**src/design/mmbd_ram.sv**
```systemverilog
// Single-port byte-wide RAM with registered read data.
// Standalone; depth set by parameter.
`default_nettype none

module mmbd_ram #(
    parameter int DEPTH = 256
) (
    input  wire                       i_clk,
    input  wire                       i_we,
    input  wire                       i_re,
    input  wire [$clog2(DEPTH)-1:0]   i_addr,
    input  wire [7:0]                 i_wdata,
    output logic [7:0]                o_rdata
);

    logic [7:0] r_mem [DEPTH];
    logic [7:0] r_rdata;

    // Write port and registered read port share one address.
    always_ff @(posedge i_clk) begin
        if (i_we) begin
            r_mem[i_addr] <= i_wdata;
        end
        if (i_re) begin
            r_rdata <= r_mem[i_addr];
        end
    end

    assign o_rdata = r_rdata;

endmodule

`default_nettype wire

```
**config.mk**
```make
export PLATFORM = sky130hd
export DESIGN_NAME = mmbd_ram
export DESIGN_NICKNAME = d
export VERILOG_FILES = /design/src/design/mmbd_ram.sv
export SDC_FILE = /design/constraint.sdc
export NUM_CORES = 2
export LEC_CHECK = 0
export ABC_AREA = 1
export BUFFER_PORTS_ARGS = -buffer_cell sky130_fd_sc_hd__buf_4
export CELL_PAD_IN_SITES_DETAIL_PLACEMENT = 1
export CELL_PAD_IN_SITES_GLOBAL_PLACEMENT = 2
export CORE_MARGIN = 8
export CORE_UTILIZATION = 35
export CTS_BUF_LIST = sky130_fd_sc_hd__clkbuf_8 sky130_fd_sc_hd__clkbuf_16
export DETAILED_ROUTE_END_ITERATION = 8
export PLACE_DENSITY_LB_ADDON = 0.25
export SLEW_MARGIN = 30
export SYNTH_ARGS = -nofsm -noshare
export SYNTH_HDL_FRONTEND = slang
export SYNTH_SLANG_ARGS = --single-unit
```
**constraint.sdc**
```tcl
create_clock -name i_clk -period 5.61 [get_ports i_clk]
set_input_delay 0.8415 -clock i_clk [delete_from_list [all_inputs] [get_ports i_clk]]
set_output_delay 0.8415 -clock i_clk [all_outputs]
set_load 0.05 [all_outputs]
```
==> results.sh <==
export IMPL_outcome="finished clean"
export IMPL_max_slew_worst_pin_slew_ns=1.05
export IMPL_die_height_microns=509
export IMPL_numCtsBuffers=225
export IMPL_holdCritPathClass="in2reg"
export IMPL_antenna_left=0
export IMPL_pin_count=27
export IMPL_clk_pin_slew_ns=0.06
export IMPL_worstPathMaxFanout=74
export IMPL_p_total_uw=33400
export IMPL_dr_pass1_iters=5
export IMPL_dpl_hpwl_microns=154000
export IMPL_detail_route_vias_per_cell=4.93
export IMPL_cellPowerDensity_mw_per_mm2=348
export IMPL_fp_dieW_microns=509
export IMPL_fin_nets=7989
export IMPL_seq_area_sq_mm=0.0617
export IMPL_cp_arrival_ns=4.20
export IMPL_grt_pass1_wl_microns=392000
export IMPL_overflow=0
export IMPL_ctsResizeCount=0
export IMPL_cts_htree_levels=4
export IMPL_synthDistinctLibCells=17
export IMPL_cp_start_kind="input port"
export IMPL_areaGrowthSynthToFinish_pct=13.1
export IMPL_hold_viol_final=0
export IMPL_ctsHoldBuffers=0
export IMPL_fin_crit_sh_pct=64.4
export IMPL_postSynthCellCount=8021
export IMPL_finClkSkew_ns=0.0624
export IMPL_grt_pass1_vias=58300
export IMPL_cts_tree="done"
export IMPL_crit_reg2reg_launch="r_mem[138][5]$_DFFE_PP_"
export IMPL_peakVddDrop_mv=0.243
export IMPL_setup_tns_final_ns=0
export IMPL_slew_headroom_pct=30.1
export IMPL_setup_viol=0
export IMPL_clock_sinks=2056
export IMPL_crit_required_ns=6.20
export IMPL_fillers=26500
export IMPL_end_kind="flop"
export IMPL_routed_wl_microns=267000
export IMPL_max_stage_delay_ns=0.59
export IMPL_antenna_found_initial=12
export IMPL_path_delay_family="simple AND/OR/NAND/NOR gates"
export IMPL_hold_start="i_re"
export IMPL_final_cell_mix="nand2_1, edfxtp_1, nor2_1"
export IMPL_ys_ff_latch=2056
export IMPL_syn_nets=8040
export IMPL_core_sq_mm=0.242
export IMPL_floorplan_die_area_sq_mm=0.259
export IMPL_multi_input_area_sq_mm=0.0213
export IMPL_grt_setup_unrepaired="false"
export IMPL_slew_viol_final=0
export IMPL_period_needed_ns=3.61
export IMPL_path_cells="buf_8, inv_8, buf_12, nand2_1, nand2_1, nand2_1, nand2_1, nand2_1, nand2_1, o21ai_0, nand2_1, nor2_1, nor2_1, nor2_1, nand2_1"
export IMPL_place_gp_congestion=0.785
export IMPL_track_usage_pct=20.3
export IMPL_cts_setup_buffers=0
export IMPL_ys_seq_area_share_pct=72.7
export IMPL_start_util_pct=35.1
export IMPL_crit_start="i_addr[0]"
export IMPL_cp_slowest_cell="nor2_1"
export IMPL_final_common_cell="nand2_1"
export IMPL_portBuffers=26
export IMPL_drc=0
export IMPL_ctsRootBufferMaster="clkbuf_16"
export IMPL_first_iter_violations=4123
export IMPL_cts_max_path_buffers=3
export IMPL_max_clock_freq_mhz=277
export IMPL_wl_per_cell_microns=23.5
export IMPL_critical_path_class="in2reg"
export IMPL_drive_gt1_share_pct=5.99
export IMPL_cp_num_buf_inv=3
export IMPL_dr_total_vias=56100
export IMPL_synth_warnings=0
export IMPL_core_rowCount=181
export IMPL_insertion_delay_ns=0.88
export IMPL_max_cap_viol_count=0
export IMPL_grt_max_degree=131
export IMPL_leakage_uw=0.0376
export IMPL_syn_avg_cell_area_sq_um=10.6
export IMPL_syn_area_sq_mm=0.0849
export IMPL_critPathMostFrequentCell="nand2_1"
-- flip-flops by register name, indices dropped and copies added (netlist names) --
signal   cells
r_mem     2048
o_rdata      8
-- per-layer routing --
| layer | global-route usage (%) | share of wire, % | wire, microns |
|---|---|---|---|
| met5 | 0 | 0 | 0 |
| met4 | 5.63 | 2.7 | 7290 |
| met3 | 2.59 | 3.9 | 10400 |
| met2 | 33.9 | 47 | 127000 |
| met1 | 27.9 | 46 | 122000 |
-- metrics by stage --
step | util, % | setup WS (ns) | cells | area, sq um | hold slack (ns)
floorplan | - | 2.93 | 8021 | 84900 | 0.864
global placement | 36.6 | 1.22 | 10900 | 88800 | 0.982
detailed placement | 36.6 | 1.20 | 10900 | 88800 | 0.994
CTS | 39.6 | 2.16 | 11400 | 96000 | 0.287
global route | 39.6 | 2.01 | 11400 | 96100 | 0.310
finish | 39.6 | 2.00 | 11400 | 96100 | 0.371
-- synthesized netlist by cell type --
library cell	number	share of area, %
buf_4	6	0.053
nand3_1	188	1.1
inv_2	2	0.0088
buf_1	52	0.23
inv_1	31	0.14
nor2_8	1	0.024
nor2_1	361	1.6
buf_2	182	1.1
edfxtp_1	2056	73
a21oi_1	32	0.19
inv_4	2	0.015
o21ai_1	119	0.70
nand2_1	4770	21
o21ai_0	41	0.24
nand2_4	1	0.013
buf_6	7	0.093
clkbuf_1	170	0.75
-- path summary, 6_finish.rpt --
kind | to | slack [ns] | cells past startpoint
hold / removal | o_rdata[6]$_DFFE_PP_ | 0.37 | 1
setup reg to reg | o_rdata[5]$_DFFE_PP_ | 2.85 | 12
hold reg to reg | o_rdata[6]$_DFFE_PP_ | 0.98 | 10
setup / recovery | o_rdata[5]$_DFFE_PP_ | 2.00 | 15
-- layout make-up --
class                   instances  share of cell area [%]
multi-input cells            5513                    22.2
well taps                    3202                    4.17
diodes                          3                 0.00781
repair buffers                139                    1.65
clock buffers                 228                    5.94
flip-flops and latches       2056                    64.3
clock inverters               189                    1.59
inverters                      35                   0.172
-- cells by family after synthesis --
logic type | synth area share [%]
and+or+nand+nor | 23.8
DFF | 72.7
AOI/OAI and AO/OA | 1.13
buffers and inverters | 2.36
-- power breakdown --
group | internal [uW] | switching, uW
sequential | 16900 | 17.1
clock | 8310 | 6230
combinational | 412 | 1530
total | 25700 | 7780
(Power assumes the default switching activity.)
