File: config.mk
export PLATFORM = sky130hd
export DESIGN_NAME = mmbd_regs
export DESIGN_NICKNAME = d
export VERILOG_FILES = /design/src/design/mmbd_pkg.sv /design/src/design/mmbd_regs.sv
export SDC_FILE = /design/constraint.sdc
export NUM_CORES = 1
export LEC_CHECK = 0
export BUFFER_PORTS_ARGS = -buffer_cell sky130_fd_sc_hd__buf_2
export CORE_ASPECT_RATIO = 0.9
export CORE_UTILIZATION = 45
export DETAILED_ROUTE_END_ITERATION = 10
export PLACE_DENSITY = 0.78
export SKIP_LAST_GASP = 1
export SYNTH_ARGS = -nofsm -noshare
export SYNTH_HDL_FRONTEND = slang
export SYNTH_SLANG_ARGS = --single-unit
export TNS_END_PERCENT = 30
File: constraint.sdc
create_clock -name i_clk -period 2.6 [get_ports i_clk]
set_input_delay 0.78 -clock i_clk [delete_from_list [all_inputs] [get_ports i_clk]]
set_output_delay 0.78 -clock i_clk [all_outputs]
set_load 0.01 [all_outputs]
File: src/design/mmbd_pkg.sv
// Package for the memory map bus decoder: transfer payload types, decode
// result struct, region and register select codes and memory map constants.
// No dependencies.
`default_nettype none

package mmbd_pkg;

    // Access kinds.
    localparam logic OP_READ  = 1'b0;
    localparam logic OP_WRITE = 1'b1;

    // Target codes reported with every result.
    localparam logic [3:0] TGT_INTERNAL = 4'd0;
    localparam logic [3:0] TGT_CART     = 4'd1;
    localparam logic [3:0] TGT_BOOT     = 4'd2;
    localparam logic [3:0] TGT_JOYPAD   = 4'd3;
    localparam logic [3:0] TGT_TIMER    = 4'd4;
    localparam logic [3:0] TGT_IFLAGS   = 4'd5;
    localparam logic [3:0] TGT_PALETTE  = 4'd6;
    localparam logic [3:0] TGT_TILE     = 4'd7;
    localparam logic [3:0] TGT_UNMAPPED = 4'd8;

    // Internal memory selects.
    localparam logic [2:0] MEM_NONE = 3'd0;
    localparam logic [2:0] MEM_VRAM = 3'd1;
    localparam logic [2:0] MEM_ERAM = 3'd2;
    localparam logic [2:0] MEM_WRAM = 3'd3;
    localparam logic [2:0] MEM_OAM  = 3'd4;
    localparam logic [2:0] MEM_HRAM = 3'd5;

    // Internal register selects.
    localparam logic [2:0] REG_NONE = 3'd0;
    localparam logic [2:0] REG_LCDC = 3'd1;
    localparam logic [2:0] REG_STAT = 3'd2;
    localparam logic [2:0] REG_SCY  = 3'd3;
    localparam logic [2:0] REG_SCX  = 3'd4;
    localparam logic [2:0] REG_LY   = 3'd5;
    localparam logic [2:0] REG_LYC  = 3'd6;
    localparam logic [2:0] REG_IE   = 3'd7;

    // Memory sizes.
    localparam int RAM_DEPTH  = 8192;
    localparam int RAM_AW     = 13;
    localparam int OAM_DEPTH  = 160;
    localparam int OAM_AW     = 8;
    localparam int HRAM_DEPTH = 128;
    localparam int HRAM_AW    = 7;

    // Memory map boundaries.
    localparam logic [15:0] ADDR_VRAM      = 16'h8000;
    localparam logic [15:0] ADDR_MAP_BASE  = 16'h9800;
    localparam logic [15:0] ADDR_ERAM      = 16'hA000;
    localparam logic [15:0] ADDR_WRAM      = 16'hC000;
    localparam logic [15:0] ADDR_OAM       = 16'hFE00;
    localparam logic [15:0] ADDR_PROHIB    = 16'hFEA0;
    localparam logic [15:0] ADDR_IO        = 16'hFF00;
    localparam logic [15:0] ADDR_HRAM      = 16'hFF80;
    localparam logic [15:0] ADDR_IE        = 16'hFFFF;
    localparam logic [15:0] ADDR_BOOT_END  = 16'h0100;
    localparam logic [15:0] ADDR_BOOT_SPAN = 16'h1000;
    localparam logic [15:0] PC_BOOT_EXIT   = 16'h0100;
    localparam logic [7:0]  STAT_WR_MASK   = 8'hFC;
    localparam logic [7:0]  RD_UNMAPPED_IO = 8'hFF;

    // Low address bytes of the I/O page.
    localparam logic [7:0] IO_JOYPAD   = 8'h00;
    localparam logic [7:0] IO_TIMER_LO = 8'h04;
    localparam logic [7:0] IO_TIMER_HI = 8'h07;
    localparam logic [7:0] IO_IFLAGS   = 8'h0F;
    localparam logic [7:0] IO_LCDC     = 8'h40;
    localparam logic [7:0] IO_STAT     = 8'h41;
    localparam logic [7:0] IO_SCY      = 8'h42;
    localparam logic [7:0] IO_SCX      = 8'h43;
    localparam logic [7:0] IO_LY       = 8'h44;
    localparam logic [7:0] IO_LYC      = 8'h45;
    localparam logic [7:0] IO_PAL_LO   = 8'h47;
    localparam logic [7:0] IO_PAL_HI   = 8'h49;

    // One bus access.
    typedef struct packed {
        logic        op;
        logic [15:0] address;
        logic [7:0]  write_data;
        logic [15:0] cpu_pc;
        logic [7:0]  scan_line;
        logic [1:0]  lcd_mode;
    } t_in_item;

    // One decoded result.
    typedef struct packed {
        logic [7:0]  read_data;
        logic [3:0]  target;
        logic [15:0] target_offset;
    } t_out_item;

    // Decode of one access, passed from the decoder to the register file and top.
    typedef struct packed {
        logic [3:0]  target;
        logic [15:0] offset;
        logic [2:0]  mem_sel;
        logic [12:0] mem_idx;
        logic [2:0]  reg_sel;
        logic        rd_ff;
        logic        boot_retire;
    } t_dec;

endpackage

`default_nettype wire

File: src/design/mmbd_regs.sv
// LCD control, status, scroll and compare registers, interrupt enable and
// the boot overlay flag. Depends on mmbd_pkg.
`default_nettype none

module mmbd_regs (
    input  wire                     i_clk,
    input  wire                     i_rst_n,
    input  wire                     i_take,
    input  wire mmbd_pkg::t_in_item i_item,
    input  wire mmbd_pkg::t_dec     i_dec,
    input  wire                     i_cfg_we,
    input  wire                     i_cfg_data,
    output logic                    o_boot_active,
    output logic [7:0]              o_rdata
);

    logic [7:0] r_lcdc;
    logic [5:0] r_stat_sel;
    logic [7:0] r_scy;
    logic [7:0] r_scx;
    logic [7:0] r_lyc;
    logic [7:0] r_ie;
    logic       r_boot_active;
    logic       wr_take;
    logic [7:0] d;

    assign wr_take = i_take && (i_item.op == mmbd_pkg::OP_WRITE);
    assign d       = i_item.write_data;

    // Register writes; the line register is read only.
    always_ff @(posedge i_clk) begin
        if (!i_rst_n) begin
            r_lcdc     <= '0;
            r_stat_sel <= '0;
            r_scy      <= '0;
            r_scx      <= '0;
            r_lyc      <= '0;
            r_ie       <= '0;
        end else if (wr_take) begin
            unique case (i_dec.reg_sel)
                mmbd_pkg::REG_LCDC: r_lcdc     <= d;
                mmbd_pkg::REG_STAT: r_stat_sel <= 6'((d & mmbd_pkg::STAT_WR_MASK) >> 2);
                mmbd_pkg::REG_SCY:  r_scy      <= d;
                mmbd_pkg::REG_SCX:  r_scx      <= d;
                mmbd_pkg::REG_LYC:  r_lyc      <= d;
                mmbd_pkg::REG_IE:   r_ie       <= d;
                default: ;
            endcase
        end
    end

    // Boot overlay: armed or disarmed by configuration, retired by the exit read.
    always_ff @(posedge i_clk) begin
        if (!i_rst_n) begin
            r_boot_active <= 1'b0;
        end else if (i_cfg_we) begin
            r_boot_active <= i_cfg_data;
        end else if (i_take && i_dec.boot_retire) begin
            r_boot_active <= 1'b0;
        end
    end

    // Read value of the selected register; status low bits come from the LCD mode.
    always_comb begin
        unique case (i_dec.reg_sel)
            mmbd_pkg::REG_LCDC: o_rdata = r_lcdc;
            mmbd_pkg::REG_STAT: o_rdata = {r_stat_sel, i_item.lcd_mode};
            mmbd_pkg::REG_SCY:  o_rdata = r_scy;
            mmbd_pkg::REG_SCX:  o_rdata = r_scx;
            mmbd_pkg::REG_LY:   o_rdata = i_item.scan_line;
            mmbd_pkg::REG_LYC:  o_rdata = r_lyc;
            mmbd_pkg::REG_IE:   o_rdata = r_ie;
            default:            o_rdata = 8'd0;
        endcase
    end

    assign o_boot_active = r_boot_active;

endmodule

`default_nettype wire

==> flow_summary_export.csv <==
group,metric,value,unit
timing,rsz0062_at_grt,"true",
critical_path,r2r-start,"r_ie[7]$_SDFFE_PN0P_",
yosys,synthArstFlopShare,0,%
place,dpl.cell_count,343,
hold_path,hold_start,"r_ie[3]$_SDFFE_PN0P_",
yosys,yosys.area.top_type_share,42.4,%
critical_path,cpMostUsedCell,"buf_2",
yosys,syn-num-nets,327,
global_routing,grt-busiest-layer,"met2",
timing,post-route-period-util,99.7,%
yosys,postSynthAreaPerCell,9.65,um^2
yosys,synthTopCellsByCount,"mux2i_1 (64), nand2_1 (61), dfxtp_1 (47)",
place,io_buffer_count,36,
critical_path,worstSetupStartpointType,"input pin",
global_routing,met3_usage,5.13,%
clock_network,clkSinkCount,47,
global_routing,grt_use_met1,28.7,%
routing,vias,1858,
floorplan,die_w,76.0,um
timing,hold_violations,0,
critical_path,critPathRequiredTime,1.82,ns
cells_and_area,final_nets,385,
critical_path,crit_chain,"buf_2 -> mux2_2 -> a221o_1 -> buf_2",
routing,wl,5.33,mm
floorplan,fp-row-count,23,
cells_and_area,syn_to_final_growth,25.9,%
timing,fin_skew,0,ns
global_routing,grt_max_degree,34,
place,place.gp.congestion,0.789,
global_routing,grt_pass1_wl,8.56,mm
routing,drt_iter0_drc,75,
yosys,yosysTopAreaCell,"dfxtp_1",
cells_and_area,fin_util,60.7,%
clock_network,clk_latency,0.30,ns
routing,detail-route-antenna-nets,0,
critical_path,worstSetupPathType,"in -> out",
cells_and_area,diodes,0,
clock_network,cts_hold_buffers,0,
global_routing,use_met2,35.3,%
global_routing,grt_usage,21.7,%
cells_and_area,drive_above_1_share,28.7,%
yosys,synth-edff-count,0,
global_routing,antenna_found_initial,0,
timing,slew_headroom,59.0,%
yosys,ys_seq_elements,47,
place,dp.final_hpwl,3.82,mm
floorplan,start_util,48.2,%
yosys,syn-instance-count,230,
critical_path,critPathTopFamily,"multiplexers",
critical_path,cp_num_buf_inv,2,
timing,worst_pin_slew,0.615,ns
floorplan,core-area,4600,um^2
critical_path,worstRegToRegCells,2,
clock_network,htree_levels,2,
critical_path,cp-end-kind,"output pin",
cells_and_area,final_cells,351,
yosys,yosys_warnings,0,
floorplan,dieArea,5220,um^2
routing,wire_per_inst,15.2,um
run,cap_violations,0,
power_and_ir_drop,power_leakage,1.16,nW
hold_path,min_to,"r_ie[3]$_SDFFE_PN0P_",
clock_network,root_buffer,"clkbuf_8",
yosys,yosysMostFrequentCell,"mux2i_1",
critical_path,critPathSlowestCell,"mux2_2",
clock_network,cts_max_path_buffers,2,
power_and_ir_drop,peakVddDrop,0.000353,V
power_and_ir_drop,cellPowerDensity,547,nW/um^2
hold_path,hold_depth,2,
power_and_ir_drop,p_total,1.53,mW
critical_path,slowest_delay,0.36,ns
hold_path,min_path_type,"reg -> reg",
routing,avgViaCountPerCell,5.29,
global_routing,grt_pass1_vias,1767,
critical_path,crit_arrival,1.81,ns
timing,setup_tns,0,ns
floorplan,die_height,68.6,um
critical_path,r2r-end,"r_ie[7]$_SDFFE_PN0P_",
clock_network,cts.clk_slew.worst_paths,0.08,ns
yosys,seq_area_frac_synth,42.4,%
timing,slew_viol_final,0,
global_routing,grt-ovfl-total,0,
clock_network,tritoncts,"built",
clock_network,cts_buffers,5,
routing,drc,0,
critical_path,crit_fanout,10,
timing,post-route-min-period,2.59,ns
yosys,synthTopCellsByArea,"dfxtp_1 (42%), mux2i_1 (29%), nand2_1 (10%)",
timing,setup_viol,0,
clock_network,cts_setup_buffers,0,
yosys,syn-cell-area,2220,um^2
timing,fmax,0.386,GHz
yosys,synthFlopType,"dfxtp_1",
yosys,synthDistinctLibCells,31,
run_status,status,"complete, no violations",
timing,hold_ws,0.459,ns
floorplan,boundaryPins,106,
routing,drt_first_pass_iters,4,
critical_path,cp-startpoint,"i_dec[4]",
critical_path,reg2reg_slack,1.96,ns
[routing by layer]
metal / vias up / wire length [um]
li1: 923 / -
met1: 874 / 2650
met2: 56 / 2350
met3: 5 / 266
met4: 0 / 61
met5: - / 0
[placed cells by master (no fill, tap or decap), drive strengths merged, types with 2 or more instances in the layout]
| master | Yosys | routed |
|---|---|---|
| nand2b | 3 | 3 |
| clkbuf | 7 | 6 |
| o22a | 3 | 3 |
| a311o | 2 | 2 |
| mux2i | 64 | 64 |
| bufinv | 0 | 2 |
| mux2 | 4 | 4 |
| nand2 | 61 | 61 |
| o21ai | 3 | 3 |
| dfxtp | 47 | 47 |
| buf | 6 | 64 |
| o22ai | 3 | 3 |
| nor2 | 7 | 7 |
| nor3 | 2 | 2 |
| a22oi | 3 | 3 |
[worst min-delay path: cells and delay by family (launching register included)]
family / cells / cell delay (ns)
flops: 1 / 0.32
simple gates: 1 / 0.05
mux: 1 / 0.05
[layout make-up]
cell class              instances  area [um^2]
fillers                       386         1810
clock inverters                 2         60.1
well taps                      62         77.6
clock buffers                   6         72.6
flip-flops and latches         47          941
multi-input cells             170         1230
repair buffers                 64          412
[stage by stage]
step	instance area, um^2	setup WS (ns)
finish	2790	0.00749
global route	2790	-0.0160
CTS	2770	0.0123
detailed placement	2630	-0.192
global placement	2630	-0.138
floorplan	2220	0.189
[sequential cells by signal, summed over array words and instances (netlist names)]
signal and count:
r_ie 8, r_lcdc 8, r_lyc 8, r_scx 8
r_scy 8, r_stat_sel 6, o_boot_active 1
[kinds of logic after synthesis]
family,after synthesis,synth area share [%]
compound gates,22,7.61
simple gates,80,16.5
buf+inv,13,2.65
mux,68,30.9
flops,47,42.4
[how the worst max path moves through the flow]
stage / cells past startpoint / endpoint / slack (ns)
after floorplan: 4 / o_rdata[3] / 0.19
after global placement: 6 / o_rdata[6] / -0.14
after detailed placement: 6 / o_rdata[2] / -0.19
after CTS: 5 / o_rdata[2] / 0.01
after global routing: 4 / o_rdata[2] / -0.02
final: 4 / o_rdata[2] / 0.007
[power breakdown]
part           internal [mW]  leakage [nW]  switching (mW)
sequential             0.729         0.380         0.00505
combinational         0.0757         0.714          0.0886
clock                  0.384        0.0654           0.245
total                   1.19          1.16           0.338
[what timing repair did]
action	4_1_cts	5_1_grt
hold endpoints to repair	0	0
setup endpoints to repair	8	3
gates resized for setup	4	4
Power figures use the tool's default switching activity.
