### src/design/mmbd_pkg.sv
// Package for the memory map bus decoder: transfer payload types, decode
// result struct, region and register select codes and memory map constants.
// No dependencies.
`default_nettype none

package mmbd_pkg;

    // Access kinds.
    localparam logic OP_READ  = 1'b0;
    localparam logic OP_WRITE = 1'b1;

    // Target codes reported with every result.
    localparam logic [3:0] TGT_INTERNAL = 4'd0;
    localparam logic [3:0] TGT_CART     = 4'd1;
    localparam logic [3:0] TGT_BOOT     = 4'd2;
    localparam logic [3:0] TGT_JOYPAD   = 4'd3;
    localparam logic [3:0] TGT_TIMER    = 4'd4;
    localparam logic [3:0] TGT_IFLAGS   = 4'd5;
    localparam logic [3:0] TGT_PALETTE  = 4'd6;
    localparam logic [3:0] TGT_TILE     = 4'd7;
    localparam logic [3:0] TGT_UNMAPPED = 4'd8;

    // Internal memory selects.
    localparam logic [2:0] MEM_NONE = 3'd0;
    localparam logic [2:0] MEM_VRAM = 3'd1;
    localparam logic [2:0] MEM_ERAM = 3'd2;
    localparam logic [2:0] MEM_WRAM = 3'd3;
    localparam logic [2:0] MEM_OAM  = 3'd4;
    localparam logic [2:0] MEM_HRAM = 3'd5;

    // Internal register selects.
    localparam logic [2:0] REG_NONE = 3'd0;
    localparam logic [2:0] REG_LCDC = 3'd1;
    localparam logic [2:0] REG_STAT = 3'd2;
    localparam logic [2:0] REG_SCY  = 3'd3;
    localparam logic [2:0] REG_SCX  = 3'd4;
    localparam logic [2:0] REG_LY   = 3'd5;
    localparam logic [2:0] REG_LYC  = 3'd6;
    localparam logic [2:0] REG_IE   = 3'd7;

    // Memory sizes.
    localparam int RAM_DEPTH  = 8192;
    localparam int RAM_AW     = 13;
    localparam int OAM_DEPTH  = 160;
    localparam int OAM_AW     = 8;
    localparam int HRAM_DEPTH = 128;
    localparam int HRAM_AW    = 7;

    // Memory map boundaries.
    localparam logic [15:0] ADDR_VRAM      = 16'h8000;
    localparam logic [15:0] ADDR_MAP_BASE  = 16'h9800;
    localparam logic [15:0] ADDR_ERAM      = 16'hA000;
    localparam logic [15:0] ADDR_WRAM      = 16'hC000;
    localparam logic [15:0] ADDR_OAM       = 16'hFE00;
    localparam logic [15:0] ADDR_PROHIB    = 16'hFEA0;
    localparam logic [15:0] ADDR_IO        = 16'hFF00;
    localparam logic [15:0] ADDR_HRAM      = 16'hFF80;
    localparam logic [15:0] ADDR_IE        = 16'hFFFF;
    localparam logic [15:0] ADDR_BOOT_END  = 16'h0100;
    localparam logic [15:0] ADDR_BOOT_SPAN = 16'h1000;
    localparam logic [15:0] PC_BOOT_EXIT   = 16'h0100;
    localparam logic [7:0]  STAT_WR_MASK   = 8'hFC;
    localparam logic [7:0]  RD_UNMAPPED_IO = 8'hFF;

    // Low address bytes of the I/O page.
    localparam logic [7:0] IO_JOYPAD   = 8'h00;
    localparam logic [7:0] IO_TIMER_LO = 8'h04;
    localparam logic [7:0] IO_TIMER_HI = 8'h07;
    localparam logic [7:0] IO_IFLAGS   = 8'h0F;
    localparam logic [7:0] IO_LCDC     = 8'h40;
    localparam logic [7:0] IO_STAT     = 8'h41;
    localparam logic [7:0] IO_SCY      = 8'h42;
    localparam logic [7:0] IO_SCX      = 8'h43;
    localparam logic [7:0] IO_LY       = 8'h44;
    localparam logic [7:0] IO_LYC      = 8'h45;
    localparam logic [7:0] IO_PAL_LO   = 8'h47;
    localparam logic [7:0] IO_PAL_HI   = 8'h49;

    // One bus access.
    typedef struct packed {
        logic        op;
        logic [15:0] address;
        logic [7:0]  write_data;
        logic [15:0] cpu_pc;
        logic [7:0]  scan_line;
        logic [1:0]  lcd_mode;
    } t_in_item;

    // One decoded result.
    typedef struct packed {
        logic [7:0]  read_data;
        logic [3:0]  target;
        logic [15:0] target_offset;
    } t_out_item;

    // Decode of one access, passed from the decoder to the register file and top.
    typedef struct packed {
        logic [3:0]  target;
        logic [15:0] offset;
        logic [2:0]  mem_sel;
        logic [12:0] mem_idx;
        logic [2:0]  reg_sel;
        logic        rd_ff;
        logic        boot_retire;
    } t_dec;

endpackage

`default_nettype wire

### src/design/mmbd_decode.sv
// Address decoder: maps one bus access onto a target, offset and internal
// memory or register select. Depends on mmbd_pkg.
`default_nettype none

module mmbd_decode (
    input  wire mmbd_pkg::t_in_item i_item,
    input  wire                     i_boot_active,
    output mmbd_pkg::t_dec          o_dec
);

    logic        wr;
    logic [15:0] a;
    logic [7:0]  lo;

    assign wr = (i_item.op == mmbd_pkg::OP_WRITE);
    assign a  = i_item.address;
    assign lo = a[7:0];

    // Region decode in address order; the I/O page is decoded by its low byte.
    always_comb begin
        o_dec             = '0;
        o_dec.target      = mmbd_pkg::TGT_INTERNAL;
        o_dec.mem_sel     = mmbd_pkg::MEM_NONE;
        o_dec.reg_sel     = mmbd_pkg::REG_NONE;
        o_dec.mem_idx     = a[12:0];
        if (a < mmbd_pkg::ADDR_VRAM) begin
            o_dec.target = mmbd_pkg::TGT_CART;
            o_dec.offset = a;
            if (!wr && i_boot_active && a < mmbd_pkg::ADDR_BOOT_SPAN) begin
                if (a < mmbd_pkg::ADDR_BOOT_END) begin
                    o_dec.target = mmbd_pkg::TGT_BOOT;
                end else if (i_item.cpu_pc == mmbd_pkg::PC_BOOT_EXIT) begin
                    o_dec.boot_retire = 1'b1;
                end
            end
        end else if (a < mmbd_pkg::ADDR_ERAM) begin
            o_dec.mem_sel = mmbd_pkg::MEM_VRAM;
            // Writes to the tile data area also refresh the tile cache.
            if (wr && a < mmbd_pkg::ADDR_MAP_BASE) begin
                o_dec.target = mmbd_pkg::TGT_TILE;
                o_dec.offset = {3'b000, a[12:0]};
            end
        end else if (a < mmbd_pkg::ADDR_WRAM) begin
            o_dec.mem_sel = mmbd_pkg::MEM_ERAM;
        end else if (a < mmbd_pkg::ADDR_OAM) begin
            // Echo area folds onto work RAM through the low 13 bits.
            o_dec.mem_sel = mmbd_pkg::MEM_WRAM;
        end else if (a < mmbd_pkg::ADDR_PROHIB) begin
            o_dec.mem_sel = mmbd_pkg::MEM_OAM;
            o_dec.mem_idx = {5'b00000, a[7:0]};
        end else if (a < mmbd_pkg::ADDR_IO) begin
            o_dec.target = mmbd_pkg::TGT_UNMAPPED;
            o_dec.offset = a;
        end else if (a == mmbd_pkg::ADDR_IE) begin
            o_dec.reg_sel = mmbd_pkg::REG_IE;
        end else if (a >= mmbd_pkg::ADDR_HRAM) begin
            o_dec.mem_sel = mmbd_pkg::MEM_HRAM;
            o_dec.mem_idx = {6'b000000, a[6:0]};
        end else if (lo == mmbd_pkg::IO_JOYPAD) begin
            o_dec.target = mmbd_pkg::TGT_JOYPAD;
        end else if (lo >= mmbd_pkg::IO_TIMER_LO && lo <= mmbd_pkg::IO_TIMER_HI) begin
            o_dec.target = mmbd_pkg::TGT_TIMER;
            o_dec.offset = {14'd0, lo[1:0]};
        end else if (lo == mmbd_pkg::IO_IFLAGS) begin
            o_dec.target = mmbd_pkg::TGT_IFLAGS;
        end else if (lo >= mmbd_pkg::IO_PAL_LO && lo <= mmbd_pkg::IO_PAL_HI) begin
            o_dec.target = mmbd_pkg::TGT_PALETTE;
            o_dec.offset = {8'd0, 8'(lo - mmbd_pkg::IO_PAL_LO)};
        end else if (lo == mmbd_pkg::IO_LCDC) begin
            o_dec.reg_sel = mmbd_pkg::REG_LCDC;
        end else if (lo == mmbd_pkg::IO_STAT) begin
            o_dec.reg_sel = mmbd_pkg::REG_STAT;
        end else if (lo == mmbd_pkg::IO_SCY) begin
            o_dec.reg_sel = mmbd_pkg::REG_SCY;
        end else if (lo == mmbd_pkg::IO_SCX) begin
            o_dec.reg_sel = mmbd_pkg::REG_SCX;
        end else if (lo == mmbd_pkg::IO_LY) begin
            o_dec.reg_sel = mmbd_pkg::REG_LY;
        end else if (lo == mmbd_pkg::IO_LYC) begin
            o_dec.reg_sel = mmbd_pkg::REG_LYC;
        end else begin
            // Any other I/O address reads as all ones.
            o_dec.target = mmbd_pkg::TGT_UNMAPPED;
            o_dec.offset = a;
            o_dec.rd_ff  = 1'b1;
        end
    end

endmodule

`default_nettype wire

### config.mk
export PLATFORM = sky130hd
export DESIGN_NAME = mmbd_decode
export DESIGN_NICKNAME = d
export VERILOG_FILES = /design/src/design/mmbd_pkg.sv /design/src/design/mmbd_decode.sv
export SDC_FILE = /design/constraint.sdc
export NUM_CORES = 1
export LEC_CHECK = 0
export BUFFER_PORTS_ARGS = -buffer_cell sky130_fd_sc_hd__buf_2
export CAP_MARGIN = 20
export CORE_ASPECT_RATIO = 0.6
export CORE_MARGIN = 5
export CORE_UTILIZATION = 40
export DETAILED_ROUTE_END_ITERATION = 10
export GPL_TIMING_DRIVEN = 1
export PLACE_DENSITY = 0.87
export SLEW_MARGIN = 20
export SYNTH_ARGS = -nofsm -noshare
export SYNTH_HDL_FRONTEND = slang
export SYNTH_SLANG_ARGS = --single-unit
### constraint.sdc
create_clock -name vclk -period 2.08
set_input_delay 0.312 -clock vclk [all_inputs]
set_output_delay 0.312 -clock vclk [all_outputs]
set_load 0.05 [all_outputs]
==> results of run 1 <==
kinds of logic after synthesis:
family,count (synthesis),share of synthesized area
simple gates,85,0.492
buf+inv,22,0.125
fa+ha+maj,5,0.0596
compound gates,49,0.323
Yosys cell counts, drive strengths merged (3+ instances only):
cell	n
nor2b	9
and2	5
nand2	14
a31oi	10
nand2b	3
a21oi	9
nor3	9
buf	13
ha	5
nor4	3
inv	9
o21ai	13
or4	3
nor2	18
nand3	10
through the flow:
stage | hold WS [ns] | instances | setup TNS, ns | instance area, um2 | util
4_1_cts | 0.934 | 313 | -0.829 | 2310 | 0.924
3_5_place_dp | 0.951 | 307 | -5.59 | 1930 | 0.772
3_3_place_gp | 0.950 | 307 | -4.45 | 1930 | 0.772
2_1_floorplan | 0.733 | 161 | -0.937 | 1230 | -
timing repair:
item / in CTS
endpoints found under the hold margin: 0
setup endpoints to repair: 30
gates resized for setup: 93
pin swaps: 15
buffers inserted: 6
==> impl_metrics.py, run 1 <==
metrics = {
    "run_status": {
        "status": "did not finish",
        "outcome.stop_stage": "global routing (5_1_grt)",
        "run.stop_error": "[ERROR DPL-0038] Utilization greater than 100%, impossible to legalize",
    },
    "yosys": {
        "syn-instance-count": 161,
        "synthDominantCellAreaShare": 0.0596,
        "syn-num-nets": 218,
        "mappedNetlistArea_um2": 1050,
        "post_synth.cell_area_avg_um2": 6.52,
        "synth.distinct_cells": 55,
        "synthDominantAreaCellType": "sky130_fd_sc_hd__ha_1",
        "yosysWarnings": 0,
        "post_synth_main_area_contributors": "sky130_fd_sc_hd__ha_1 6.0%, sky130_fd_sc_hd__o21ai_0 5.7%, sky130_fd_sc_hd__buf_4 5.7%",
        "seq_area_frac_synth": 0,
    },
    "floorplan": {
        "fp-row-count": 14,
        "initial_utilization": 0.419,
        "fp.dieH_um": 49.7,
        "pin_count": 93,
        "floorplan.die.width_um": 76.1,
    },
    "placed_design": {
        "gpl.final_weighted_congestion": 0.930,
        "dpl.hpwl_um": 4020,
        "place_ws_ns": -0.306,
        "port-buffer-count": 75,
    },
    "timing": {
        "worst_endpoint": "o_dec[32]",
        "worst_endpoint_kind": "output port",
    },
    "global_routing": {
        "grt_max_degree": 12,
    },
    "clock_tree": {
        "cts_hold_repair.buffers": 0,
    },
}
==> inputs of run 2 (changes only) <==
Settings changed: CORE_AREA set to 5 5 66 68, CORE_ASPECT_RATIO 0.6 to not set, CORE_MARGIN 5 to not set, CORE_UTILIZATION 40 to not set, DIE_AREA set to 0 0 71 73, PLACE_DENSITY 0.87 to not set, PLACE_DENSITY_LB_ADDON set to 0.15.
==> run 2 against run 1 <==
The flow now finishes, with violations (setup timing); synthesized cell count is the same; synthesized area did not move.
==> impl_metrics.py, run 2 <==
metrics = {
    "floorplan": {
        "pin_count": 93,
        "die_area_um2": 5180,
        "fp-row-count": 23,
        "initial_utilization": 0.276,
        "floorplan.die.width_um": 71,
        "fp.dieH_um": 73,
        "std_cell_core_area_um2": 3800,
    },
    "hold_path": {
        "hold-path-cell-count": 2,
        "hold_path_class": "input pin to output pin",
    },
    "yosys": {
        "synth.distinct_cells": 55,
        "yosysWarnings": 0,
        "synth-compound-area-share": 0.323,
        "post-synth-top-count-cell": "sky130_fd_sc_hd__nor2_1",
        "synthXorXnorAreaFrac": 0,
        "post_synth_main_area_contributors": "sky130_fd_sc_hd__ha_1 6.0%, sky130_fd_sc_hd__o21ai_0 5.7%, sky130_fd_sc_hd__buf_4 5.7%",
        "synth_simple_gate_area_frac": 0.492,
        "post_synth.cell_area_avg_um2": 6.52,
        "synthAdderAreaFrac": 0.0596,
        "synthDominantAreaCellType": "sky130_fd_sc_hd__ha_1",
        "mappedNetlistArea_um2": 1050,
        "synth_top_family_by_area": "simple AND/OR/NAND/NOR gates",
        "synthDominantCellAreaShare": 0.0596,
        "syn-instance-count": 161,
        "synth_mux_area_frac": 0,
        "synth.top_cells.by_count": "16 x sky130_fd_sc_hd__nor2_1, 13 x sky130_fd_sc_hd__nand2_1, 12 x sky130_fd_sc_hd__o21ai_0",
        "seq_area_frac_synth": 0,
        "syn-num-nets": 218,
    },
    "drt": {
        "drt_drc_violations_left": 0,
        "drt_pre_antenna_iters": 4,
        "routed_wire_length_per_instance_um": 15.2,
        "first_iter_violations": 56,
        "drt.antenna.violating_nets": 0,
        "final_wl_um": 5310,
        "via_count": 1781,
        "viasPerCell": 5.09,
    },
    "cells_and_area": {
        "ff_latch_area_um2": 0,
        "layoutNonFillerInstCount": 350,
        "syn2layout_area_growth_pct": 154,
        "num-clock-buffers": 0,
        "fin_nets": 359,
        "drive_gt1_frac": 0.743,
        "layout.sequential_cells": 0,
        "layout.cells.most_common": "sky130_fd_sc_hd__buf_4",
        "leading_cell_types_in_the_layout_fill_and_taps_excluded": "71 x sky130_fd_sc_hd__buf_4, 46 x sky130_fd_sc_hd__buf_2, 23 x sky130_fd_sc_hd__buf_6",
        "final_core_utilization": 0.703,
        "insertedDiodeCount": 0,
    },
    "global_routing": {
        "busiest_layer": "met2",
        "grt.met2_usage": 0.353,
        "global_route.usage.total": 0.178,
        "globalRouteMet3Util": 0.0193,
        "grt_first_pass_wirelength_um": 7730,
        "grt_remaining_overflow": 0,
        "gr-usage-met1": 0.211,
        "grt_antenna_before_repair": 0,
        "grt_max_degree": 10,
        "grt_pass1_vias": 1677,
    },
    "timing": {
        "report.final.slew_viol_count": 0,
        "setup_repair_after_global_routing_missed_its_margin": "yes",
        "min_period_ns": 2.18,
        "finalHoldViolations": 0,
        "worst_slew_pin_slew_ns": 0.356,
        "slew_margin_rel": 0.762,
        "highest_attainable_clock_frequency_mhz": 460,
        "setup_violations": 14,
        "layout_setup_ws_ns": -0.0957,
        "period_share": 1.05,
    },
    "critical_path": {
        "start_kind": "input pin",
        "critical_path.max_stage_delay_ns": 0.59,
        "crit_slowest_cell": "sky130_fd_sc_hd__or4_4",
        "critical_path.endpoint_type": "output pin",
        "worst-setup-path-type": "input pin to output pin",
        "path_max_fanout": 5,
        "worst-endpoint-arrival_ns": 1.86,
        "worstPathCellList": "buf_8 -> or4_4 -> nor2_4 -> nor3_4 -> buf_6 -> a31oi_4 -> buf_12 -> nor2b_4 -> buf_8",
        "worst-endpoint-required_ns": 1.77,
        "critical_path.most_common_cell": "sky130_fd_sc_hd__buf_8",
    },
    "power_and_ir_drop": {
        "p_per_area_nw_per_um2": 208,
        "leakagePower_nw": 1.20,
        "vdd.ir_drop.worst_mv": 0.102,
    },
    "run_status": {
        "status": "finished, violations left",
        "failed_checks": "setup timing",
    },
    "placed_design": {
        "dpl.hpwl_um": 3710,
        "placed_cells": 335,
        "gpl.final_weighted_congestion": 0.829,
        "port-buffer-count": 75,
    },
    "job": {
        "cap_viol_max_count": 0,
    },
    "clock_tree": {
        "cts_hold_repair.buffers": 0,
    },
}
-- run 2: cell counts after synthesis --
No cell type changed its count.
-- run 2: what timing repair did --
item	4_1_cts	5_1_grt
resized for setup	89	41
setup buffers	9	8
endpoints found under the setup margin	30	30
pin swaps	13	27
-- run 2: critical path: cells and delay by family --
kind,cells,cell delay [ns]
buf+inv,4,0.53
simple gates,4,0.84
compound gates,1,0.17
-- run 2: metrics by stage --
stage | worst slack, ns | setup TNS [ns] | total power (W) | hold WS, ns | cell area (um2)
floorplan | -0.134 | -0.937 | 0.000274 | 0.733 | 1230
CTS | -0.116 | -1.00 | 0.000510 | 0.932 | 2430
finish | -0.0957 | -0.815 | 0.000556 | 0.931 | 2670
global placement | -0.288 | -5.40 | 0.000435 | 0.945 | 2040
global route | -0.140 | -1.34 | 0.000585 | 0.939 | 2670
detailed placement | -0.279 | -5.48 | 0.000435 | 0.950 | 2040
-- run 2: final timing paths --
path	start	slack, ns	to
worst max-delay path	i_item[41]	-0.1	o_dec[31]
worst min-delay path	i_item[39]	0.93	o_dec[10]
-- run 2: routing by layer --
metal,part of all wire,vias up
li1,-,877
met1,0.38,840
met2,0.55,56
met3,0.058,8
met4,0.011,0
met5,0,-
-- run 2: power by group --
group	total (W)	internal, W	switching [W]
sequential	0	0	0
combinational	0.000556	0.000240	0.000316
clock	0	0	0
-- run 2: area by class of cell --
class	count	area (um2)
inverter	9	58.8
tap	50	62.6
fill	309	1130
timing repair buffer	152	1190
multi-input combinational	139	1350
-- run 2: cells by family (layout without fill, tap and decap cells) --
kind of cell	after synthesis	after routing
and+or+nand+nor	85	85
adders and majority gates	5	5
AOI/OAI and AO/OA	49	49
buffers and inverters	22	161
Power figures use the tool's default switching activity.
